--- src/sv/timestamped_history_ring_defines.svh ---
// assertion macros for the timestamped history ring
// used by the top level only, expects clk and rst_n in scope
`ifndef TIMESTAMPED_HISTORY_RING_DEFINES_SVH
`define TIMESTAMPED_HISTORY_RING_DEFINES_SVH

// same-cycle implication
`define THR_ASSERT_NOW(label, ante, cons, msg) \
  label: assert property (@(posedge clk) disable iff (!rst_n) (ante) |-> (cons)) \
    else $error(msg);

// next-cycle implication
`define THR_ASSERT_NEXT(label, ante, cons, msg) \
  label: assert property (@(posedge clk) disable iff (!rst_n) (ante) |=> (cons)) \
    else $error(msg);

`endif

--- src/sv/thr_pkg.sv ---
// types and codes shared by the history ring cells and top level
// no dependencies
package thr_pkg;

  typedef enum logic [1:0] {
    CMD_ADD   = 2'd0,
    CMD_READ  = 2'd1,
    CMD_TRIM  = 2'd2,
    CMD_CLEAR = 2'd3
  } thr_cmd_t;

  typedef enum logic {
    ST_IDLE = 1'b0,
    ST_TRIM = 1'b1
  } thr_state_t;

  localparam logic STATUS_OK        = 1'b0;
  localparam logic STATUS_NOT_FOUND = 1'b1;

  typedef struct packed {
    thr_cmd_t    cmd;
    logic [31:0] now_ms;
    logic [7:0]  entry_value;
    logic [3:0]  entry_number;
  } thr_in_t;

  typedef struct packed {
    logic        status;
    logic [3:0]  slot_index;
    logic [31:0] entry_age;
    logic [7:0]  read_value;
    logic [4:0]  live_count;
  } thr_out_t;

  typedef struct packed {
    logic [31:0] stamp;
    logic [7:0]  value;
  } thr_entry_t;

  // broadcast to every cell
  typedef struct packed {
    logic        shift_en;
    logic [31:0] now_ms;
    logic [31:0] max_age;
    logic [3:0]  rd_num;
  } thr_cell_ctl_t;

endpackage

--- src/sv/thr_cell.sv ---
// one entry of the history ring: stamp and value, age check, read select
// depends on thr_pkg
module thr_cell #(
  parameter int IDX = 0,
  parameter int CW  = 5
) (
  input  logic                   clk,
  input  thr_pkg::thr_cell_ctl_t ctl,
  input  logic [CW-1:0]          count,
  input  thr_pkg::thr_entry_t    ent_in,
  output thr_pkg::thr_entry_t    ent_out,
  output logic [31:0]            sel_age,
  output logic [7:0]             sel_value,
  output logic                   drop_req
);

  thr_pkg::thr_entry_t ent_r;
  logic [31:0]         age;
  logic                match;
  logic                oldest;

  always_ff @(posedge clk) begin
    if (ctl.shift_en) begin
      ent_r <= ent_in;
    end
  end

  assign ent_out = ent_r;
  assign age     = ctl.now_ms - ent_r.stamp;
  assign match   = (32'(ctl.rd_num) == 32'(IDX));
  // this cell holds the oldest live word
  assign oldest  = (count == CW'(IDX + 1));

  assign sel_age   = match ? age : 32'd0;
  assign sel_value = match ? ent_r.value : 8'd0;
  assign drop_req  = oldest && (age >= ctl.max_age);

endmodule

--- src/sv/timestamped_history_ring.sv ---
// timestamped history ring, top level: control, count, pointer, output register
// depends on thr_pkg, thr_cell and timestamped_history_ring_defines.svh
//
//  port group   dir  handshake              word
//  in_          in   start & !busy          thr_pkg::thr_in_t
//  out_         out  out_valid strobe       thr_pkg::thr_out_t
//  cfg_         in   cfg_we                 32 bit max age
//
// add, read and clear give their result strobe in the cycle after they are accepted.
// trim holds busy and drops one word per cycle at the oldest cell; its result
// strobes once no cell asks for a drop any more.
// rst_n is synchronous: count, pointer, state and max age return to reset;
// the cell contents are not cleared. the receiver takes every strobe, no stall.
`include "timestamped_history_ring_defines.svh"

module timestamped_history_ring #(
  parameter int DEPTH = 16
) (
  input  logic              clk,
  input  logic              rst_n,
  input  logic              start,
  output logic              busy,
  input  thr_pkg::thr_in_t  in_word,
  output logic              out_valid,
  output thr_pkg::thr_out_t out_word,
  input  logic              cfg_we,
  input  logic [31:0]       cfg_wdata
);

  localparam int SW = $clog2(DEPTH);
  localparam int CW = $clog2(DEPTH + 1);

  thr_pkg::thr_state_t   state_r, state_nxt;
  logic [SW-1:0]         newest_r, newest_nxt;
  logic [CW-1:0]         count_r, count_nxt;
  logic [31:0]           now_r, now_nxt;
  logic [31:0]           max_age_r;
  logic                  out_valid_r, out_valid_nxt;
  thr_pkg::thr_out_t     out_word_r, out_nxt;

  thr_pkg::thr_cell_ctl_t ctl;
  thr_pkg::thr_entry_t    chain [DEPTH+1];
  logic [31:0]            cell_age [DEPTH];
  logic [7:0]             cell_value [DEPTH];
  logic [DEPTH-1:0]       cell_drop;
  logic [31:0]            rd_age;
  logic [7:0]             rd_value;
  logic                   drop_any;
  logic                   accept;
  logic                   found;
  logic [SW:0]            slot_sum;
  logic [SW-1:0]          rd_slot;

  assign accept = start && (state_r == thr_pkg::ST_IDLE);
  assign busy   = (state_r == thr_pkg::ST_TRIM);

  assign ctl.shift_en = accept && (in_word.cmd == thr_pkg::CMD_ADD);
  assign ctl.now_ms   = (state_r == thr_pkg::ST_TRIM) ? now_r : in_word.now_ms;
  assign ctl.max_age  = max_age_r;
  assign ctl.rd_num   = in_word.entry_number;

  assign chain[0].stamp = in_word.now_ms;
  assign chain[0].value = in_word.entry_value;

  for (genvar i = 0; i < DEPTH; i++) begin : g_cell
    thr_cell #(
      .IDX (i),
      .CW  (CW)
    ) u_cell (
      .clk       (clk),
      .ctl       (ctl),
      .count     (count_r),
      .ent_in    (chain[i]),
      .ent_out   (chain[i+1]),
      .sel_age   (cell_age[i]),
      .sel_value (cell_value[i]),
      .drop_req  (cell_drop[i])
    );
  end

  // at most one cell matches the read number
  always_comb begin
    rd_age   = 32'd0;
    rd_value = 8'd0;
    for (int i = 0; i < DEPTH; i++) begin
      rd_age   = rd_age | cell_age[i];
      rd_value = rd_value | cell_value[i];
    end
  end

  assign drop_any = |cell_drop;
  assign found    = (32'(in_word.entry_number) < 32'(count_r));
  assign slot_sum = {1'b0, newest_r} + (SW+1)'(in_word.entry_number);
  assign rd_slot  = (slot_sum >= (SW+1)'(DEPTH)) ? SW'(slot_sum - (SW+1)'(DEPTH))
                                                 : SW'(slot_sum);

  // next state
  always_comb begin
    state_nxt = state_r;
    case (state_r)
      thr_pkg::ST_IDLE: begin
        if (accept && (in_word.cmd == thr_pkg::CMD_TRIM)) begin
          state_nxt = thr_pkg::ST_TRIM;
        end
      end
      thr_pkg::ST_TRIM: begin
        if (!drop_any) begin
          state_nxt = thr_pkg::ST_IDLE;
        end
      end
      default: state_nxt = thr_pkg::ST_IDLE;
    endcase
  end

  // datapath and result
  always_comb begin
    newest_nxt    = newest_r;
    count_nxt     = count_r;
    now_nxt       = now_r;
    out_valid_nxt = 1'b0;
    out_nxt       = '0;
    case (state_r)
      thr_pkg::ST_IDLE: begin
        if (accept) begin
          case (in_word.cmd)
            thr_pkg::CMD_ADD: begin
              newest_nxt = (newest_r == '0) ? SW'(DEPTH - 1) : newest_r - 1'b1;
              if (count_r < CW'(DEPTH)) begin
                count_nxt = count_r + 1'b1;
              end
              out_valid_nxt      = 1'b1;
              out_nxt.slot_index = 4'(newest_nxt);
              out_nxt.live_count = 5'(count_nxt);
            end
            thr_pkg::CMD_READ: begin
              out_valid_nxt      = 1'b1;
              out_nxt.live_count = 5'(count_r);
              if (found) begin
                out_nxt.status     = thr_pkg::STATUS_OK;
                out_nxt.slot_index = 4'(rd_slot);
                out_nxt.entry_age  = rd_age;
                out_nxt.read_value = rd_value;
              end else begin
                out_nxt.status = thr_pkg::STATUS_NOT_FOUND;
              end
            end
            thr_pkg::CMD_TRIM: begin
              now_nxt = in_word.now_ms;
            end
            thr_pkg::CMD_CLEAR: begin
              newest_nxt    = '0;
              count_nxt     = '0;
              out_valid_nxt = 1'b1;
            end
            default: ;
          endcase
        end
      end
      thr_pkg::ST_TRIM: begin
        if (drop_any) begin
          count_nxt = count_r - 1'b1;
        end else begin
          out_valid_nxt      = 1'b1;
          out_nxt.live_count = 5'(count_r);
        end
      end
      default: ;
    endcase
  end

  always_ff @(posedge clk) begin
    if (!rst_n) begin
      state_r     <= thr_pkg::ST_IDLE;
      newest_r    <= '0;
      count_r     <= '0;
      max_age_r   <= 32'h7FFF_FFFF;
      out_valid_r <= 1'b0;
    end else begin
      state_r     <= state_nxt;
      newest_r    <= newest_nxt;
      count_r     <= count_nxt;
      out_valid_r <= out_valid_nxt;
      if (cfg_we) begin
        max_age_r <= cfg_wdata;
      end
    end
  end

  always_ff @(posedge clk) begin
    now_r <= now_nxt;
    if (out_valid_nxt) begin
      out_word_r <= out_nxt;
    end
  end

  assign out_valid = out_valid_r;
  assign out_word  = out_word_r;

  `THR_ASSERT_NEXT(a_quick_cmd_result, accept && (in_word.cmd != thr_pkg::CMD_TRIM), out_valid, "add, read or clear gave no result")
  `THR_ASSERT_NOW(a_count_bound, 1'b1, count_r <= CW'(DEPTH), "live count beyond depth")
  `THR_ASSERT_NEXT(a_trim_done, busy && !drop_any, out_valid && !busy, "trim ended without a result")
  `THR_ASSERT_NOW(a_miss_zero, out_valid && out_word.status, (out_word.slot_index == 4'd0) && (out_word.entry_age == 32'd0), "not-found result carries data")

endmodule
--- config.mk ---
export PLATFORM = sky130hd
export DESIGN_NAME = timestamped_history_ring
export DESIGN_NICKNAME = d
export VERILOG_FILES = /design/src/sv/thr_pkg.sv /design/src/sv/thr_cell.sv /design/src/sv/timestamped_history_ring.sv
export VERILOG_INCLUDE_DIRS = /design/src /design/src/sv
export SDC_FILE = /design/constraint.sdc
export NUM_CORES = 2
export LEC_CHECK = 0
export BUFFER_PORTS_ARGS = -buffer_cell sky130_fd_sc_hd__buf_4
export CORE_ASPECT_RATIO = 2
export CORE_UTILIZATION = 56
export CTS_CLUSTER_DIAMETER = 120
export DETAILED_ROUTE_END_ITERATION = 10
export GPL_TIMING_DRIVEN = 0
export PLACE_DENSITY = 0.83
export SLEW_MARGIN = 10
export SYNTH_ARGS = -nofsm -noshare
export SYNTH_HDL_FRONTEND = slang
export SYNTH_SLANG_ARGS = --single-unit
--- constraint.sdc ---
create_clock -name clk -period 28.8 [get_ports clk]
set_input_delay 2.88 -clock clk [delete_from_list [all_inputs] [get_ports clk]]
set_output_delay 2.88 -clock clk [all_outputs]
set_load 0.02 [all_outputs]
==> flow_summary.json, run 1 <==
{
  "ctsResizeCount": 0,
  "stop_stage": "global routing (5_1_grt)",
  "synth-edff-count": 722,
  "grt_max_degree": 104,
  "initial_core_util_pct": 56.49,
  "grt_overflow": 21,
  "grt_use_total_pct": 59.88,
  "synthTopCellsByArea": "edfxtp_1 (33%), ha_1 (20%), a21oi_1 (4.3%)",
  "yosys-top-cells-count": "ha_1 (1024), edfxtp_1 (722), inv_1 (645)",
  "finalWeightedCongestion": 1.154,
  "async_flop_share_pct": 0,
  "syn_avg_cell_area_um2": 9.593,
  "syn_nets": 7970,
  "ys_seq_area_share_pct": 34.32,
  "synthCells": 6847,
  "synth_ff_type": "edfxtp_1",
  "row_count": 177,
  "synth.largest_area_cell": "edfxtp_1",
  "die_h_um": 486.3,
  "place_inst": 8515,
  "die_x_um": 244.2,
  "ys_ff_latch": 765,
  "yosysMostFrequentCell": "ha_1",
  "hold_buffers": 0,
  "cts_post_setup_buffers_inserted": 0,
  "clk_path_buf_depth": 3,
  "grt_pass1_vias": 63700,
  "cts-buffers-inserted": 76,
  "cts_htree_levels": 3,
  "error_line": "[ERROR GRT-0116] Global routing finished with congestion. Check the congestion regions in the DRC Viewer.",
  "grt_pass1_wl_um": 498400,
  "cts_root_buf": "clkbuf_16",
  "cts.sinks": 765,
  "synth.distinct_cells": 98,
  "status": "stopped before the end",
  "port_buffers": 131,
  "place_hpwl_um": 261800,
  "num_io_pins": 134,
  "place_area_um2": 69040,
  "synth_area_um2": 65680,
  "ys_warn_count": 0,
  "yosys.area.top_type_share_pct": 33.01
}
-- stage by stage --
step | utilization, % | setup WS, ps
detailed placement | 59.38 | 16380
global placement | 58.98 | 792.7
CTS | 61.62 | 16450
floorplan | - | 8893
-- routing by layer --
layer,GRT overflow,GRT usage [%]
met1,0,59.24
met3,0,25.53
met5,0,3.977
met2,10,86.63
met4,11,71.36
-- kinds of logic after synthesis --
family                     after synthesis  synth area share (%)
adders and majority gates             1041                 20.02
and+or+nand+nor                       1513                 11.41
AOI/OAI and AO/OA                     2185                 22.36
buffers and inverters                  814                 4.669
muxes                                   51                0.8477
xor gates and xnor gates               478                 6.374
DFF                                    765                 34.32
==> run 2: changes to the inputs <==
--- a/config.mk
+++ b/config.mk
@@ -7,12 +7,10 @@
 export NUM_CORES = 2
 export LEC_CHECK = 0
 export BUFFER_PORTS_ARGS = -buffer_cell sky130_fd_sc_hd__buf_4
-export CORE_ASPECT_RATIO = 2
-export CORE_UTILIZATION = 56
-export CTS_CLUSTER_DIAMETER = 120
+export CORE_UTILIZATION = 40
 export DETAILED_ROUTE_END_ITERATION = 10
 export GPL_TIMING_DRIVEN = 0
-export PLACE_DENSITY = 0.83
+export PLACE_DENSITY_LB_ADDON = 0.15
 export SLEW_MARGIN = 10
 export SYNTH_ARGS = -nofsm -noshare
 export SYNTH_HDL_FRONTEND = slang
==> run 2 against run 1 <==
Compared with the run above:
- the flow now finishes, with violations (capacitance limit, slew limit)
- synthesized cell count stayed put
- area after synthesis stayed put
==> flow_summary.json, run 2 <==
{
  "cts_root_buf": "clkbuf_16",
  "status": "finished with violations",
  "hold_path_class": "flop to flop",
  "grt_max_degree": 94,
  "drc_errors": 0,
  "finalSetupViolCount": 0,
  "cp.arrival_ps": 13400,
  "worstPathMaxFanout": 33,
  "syn_avg_cell_area_um2": 9.593,
  "final_antenna_net_count": 0,
  "largest_register_ffs": 640,
  "synth.largest_area_cell": "edfxtp_1",
  "grt_overflow": 0,
  "power_density_nw_per_um2": 53.25,
  "slowest_stage": "a311oi_1",
  "violations": "capacitance limit, slew limit",
  "hold_buffers": 0,
  "num_io_pins": 134,
  "fin_crit_ps": 12920,
  "slew_viol_final": 4,
  "startpoint_type": "input port",
  "final.setup_skew_ps": 47.01,
  "fin_crit_sh_pct": 44.87,
  "holdPathEnd": "g_cell[4].u_cell.ent_out[37]",
  "layout_commonest_cell": "ha_1",
  "cts.sinks": 765,
  "synthCells": 6847,
  "cts_htree_levels": 3,
  "clk_path_buf_depth": 3,
  "initial_core_util_pct": 40.31,
  "synth-edff-count": 722,
  "min_path_cells": 0,
  "slew_headroom_pct": -2.141,
  "ctsResizeCount": 0,
  "grt_pass1_vias": 55650,
  "path_clk_slew_ps": 60,
  "async_flop_share_pct": 0,
  "critPathMaxStageDelay_ps": 1080,
  "die_area_um2": 165800,
  "synth.distinct_cells": 98,
  "ys_warn_count": 0,
  "reg2regPathDepth": 30,
  "fmax_mhz": 77.39,
  "place_inst": 9182,
  "worstHoldStart": "g_cell[3].u_cell.ent_out[37]",
  "drt_wl_total_um": 326100,
  "ys_seq_area_share_pct": 34.32,
  "routedWlPerCell_um": 34.83,
  "finalWeightedCongestion": 1.054,
  "end_kind": "flop",
  "r2r_setup_slack_ps": 16190,
  "p_leak_nw": 32.25,
  "yosys-top-cells-count": "ha_1 (1024), edfxtp_1 (722), inv_1 (645)",
  "tightestPinTransition_ps": 1520,
  "cts_tree": "yes",
  "drive_gt1_share_pct": 6.798,
  "final_cell_mix": "ha_1 (1024), edfxtp_1 (722), inv_1 (645)",
  "fin_nets": 8227,
  "cts-buffers-inserted": 95,
  "synth_ff_type": "edfxtp_1",
  "synthTopCellsByArea": "edfxtp_1 (33%), ha_1 (20%), a21oi_1 (4.3%)",
  "critPathKind": "input port to flop",
  "maxCapViolations": 1,
  "grt_use_total_pct": 37.96,
  "grt_setup_unrepaired": "no",
  "core_um2": 163000,
  "clock_latency_ps": 830,
  "syn_nets": 7970,
  "nFillCells": 15800,
  "crit_required_ps": 29280,
  "ys_ff_latch": 765,
  "die_h_um": 407.2,
  "dr.pass1.iters": 8,
  "vias": 59690,
  "drt-initial-drc-count": 7932,
  "irDropWorstVdd_v": 0.00005136,
  "fin_util_pct": 44.99,
  "grt_pass1_wl_um": 437200,
  "die_x_um": 407.2,
  "crit_path_frequent_cell": "nand4_1",
  "cts_post_setup_buffers_inserted": 0,
  "routed_via_density": 6.375,
  "row_count": 148,
  "regToRegStartpoint": "busy",
  "finalHoldViolCount": 0,
  "place_hpwl_um": 260600,
  "final_cells": 9363,
  "r2r-end": "out_word[25]",
  "port_buffers": 131,
  "total_power_mw": 3.904,
  "yosys.area.top_type_share_pct": 33.01,
  "areaGrowthSynthToFinish_pct": 11.61,
  "antenna_found_initial": 31,
  "yosysMostFrequentCell": "ha_1",
  "synth_area_um2": 65680
}
[run 2: cell counts after synthesis]
No cell type changed its count.
[run 2: per-layer routing]
metal / vias to the layer above / routed length [um] / track usage [%]
met5: - / 118 / 0
met4: 16 / 18200 / 18.31
met3: 628 / 34530 / 9.732
met2: 3255 / 133900 / 54.98
met1: 29450 / 139400 / 52.28
li1: 26350 / - / -
[run 2: cells by family (layout without fill, tap and decap cells)]
| kind of cell | count (synthesis) | after routing | synth area share (%) |
|---|---|---|---|
| AO/OA/AOI/OAI | 2185 | 2185 | 22.36 |
| AND/OR/NAND/NOR | 1513 | 1513 | 11.41 |
| multiplexers | 51 | 51 | 0.8477 |
| buffers and inverters | 814 | 1146 | 4.669 |
| flip-flops | 765 | 765 | 34.32 |
| other | 0 | 9 | 0 |
| XOR/XNOR | 478 | 478 | 6.374 |
| adder cells (fa/ha/maj) | 1041 | 1041 | 20.02 |
[run 2: stage by stage]
step / setup slack (ps) / instance area, um2 / setup TNS, ps / hold WS [ps]
floorplan: 8893 / 65680 / 0 / 426.4
global placement: -998.2 / 69390 / -468350 / 429.0
detailed placement: 15360 / 70080 / 0 / 431.7
CTS: 16170 / 73280 / 0 / 415.9
global route: 15690 / 73290 / 0 / 424.6
finish: 15880 / 73310 / 0 / 412.2
[run 2: power breakdown]
part,switching (mW),leakage [nW],internal (mW)
clock network,0.567,1.53,0.713
logic,0.921,23.7,0.433
registers,0.0186,7.02,1.25
total,1.51,32.3,2.40
[run 2: worst max-delay path by stage]
stage,start,endpoint,slack (ps)
after floorplan,in_word[44],g_cell[0].u_cell.ent_out[0],8890
after global placement,in_word[44],g_cell[8].u_cell.ent_out[16],-1000
after detailed placement,in_word[12],out_word[23],15360
after CTS,in_word[12],out_word[21],16170
after global routing,in_word[12],out_word[21],15690
final,in_word[12],out_word[25],15880
[run 2: cell type report]
class	instances	area, um2	share of cell area, %
tap	2175	2721	3.712
multi-input combinational	5268	40170	54.79
inverter	648	2437	3.325
sequential	765	22540	30.75
buffer	166	698.2	0.9523
timing repair buffer	160	1513	2.063
antenna	9	22.52	0.03072
clock inverter	66	788.3	1.075
clock buffer	106	2419	3.299
[run 2: worst max-delay path: cells and delay by family]
kind | cells | cell delay [ps]
multiplexers | 1 | 460
AND/OR/NAND/NOR | 9 | 3240
adder cells (fa/ha/maj) | 3 | 1120
AO/OA/AOI/OAI | 9 | 3950
buffers and inverters | 6 | 1330
XOR/XNOR | 1 | 290
Note: power is estimated with default switching activity, not from simulation.
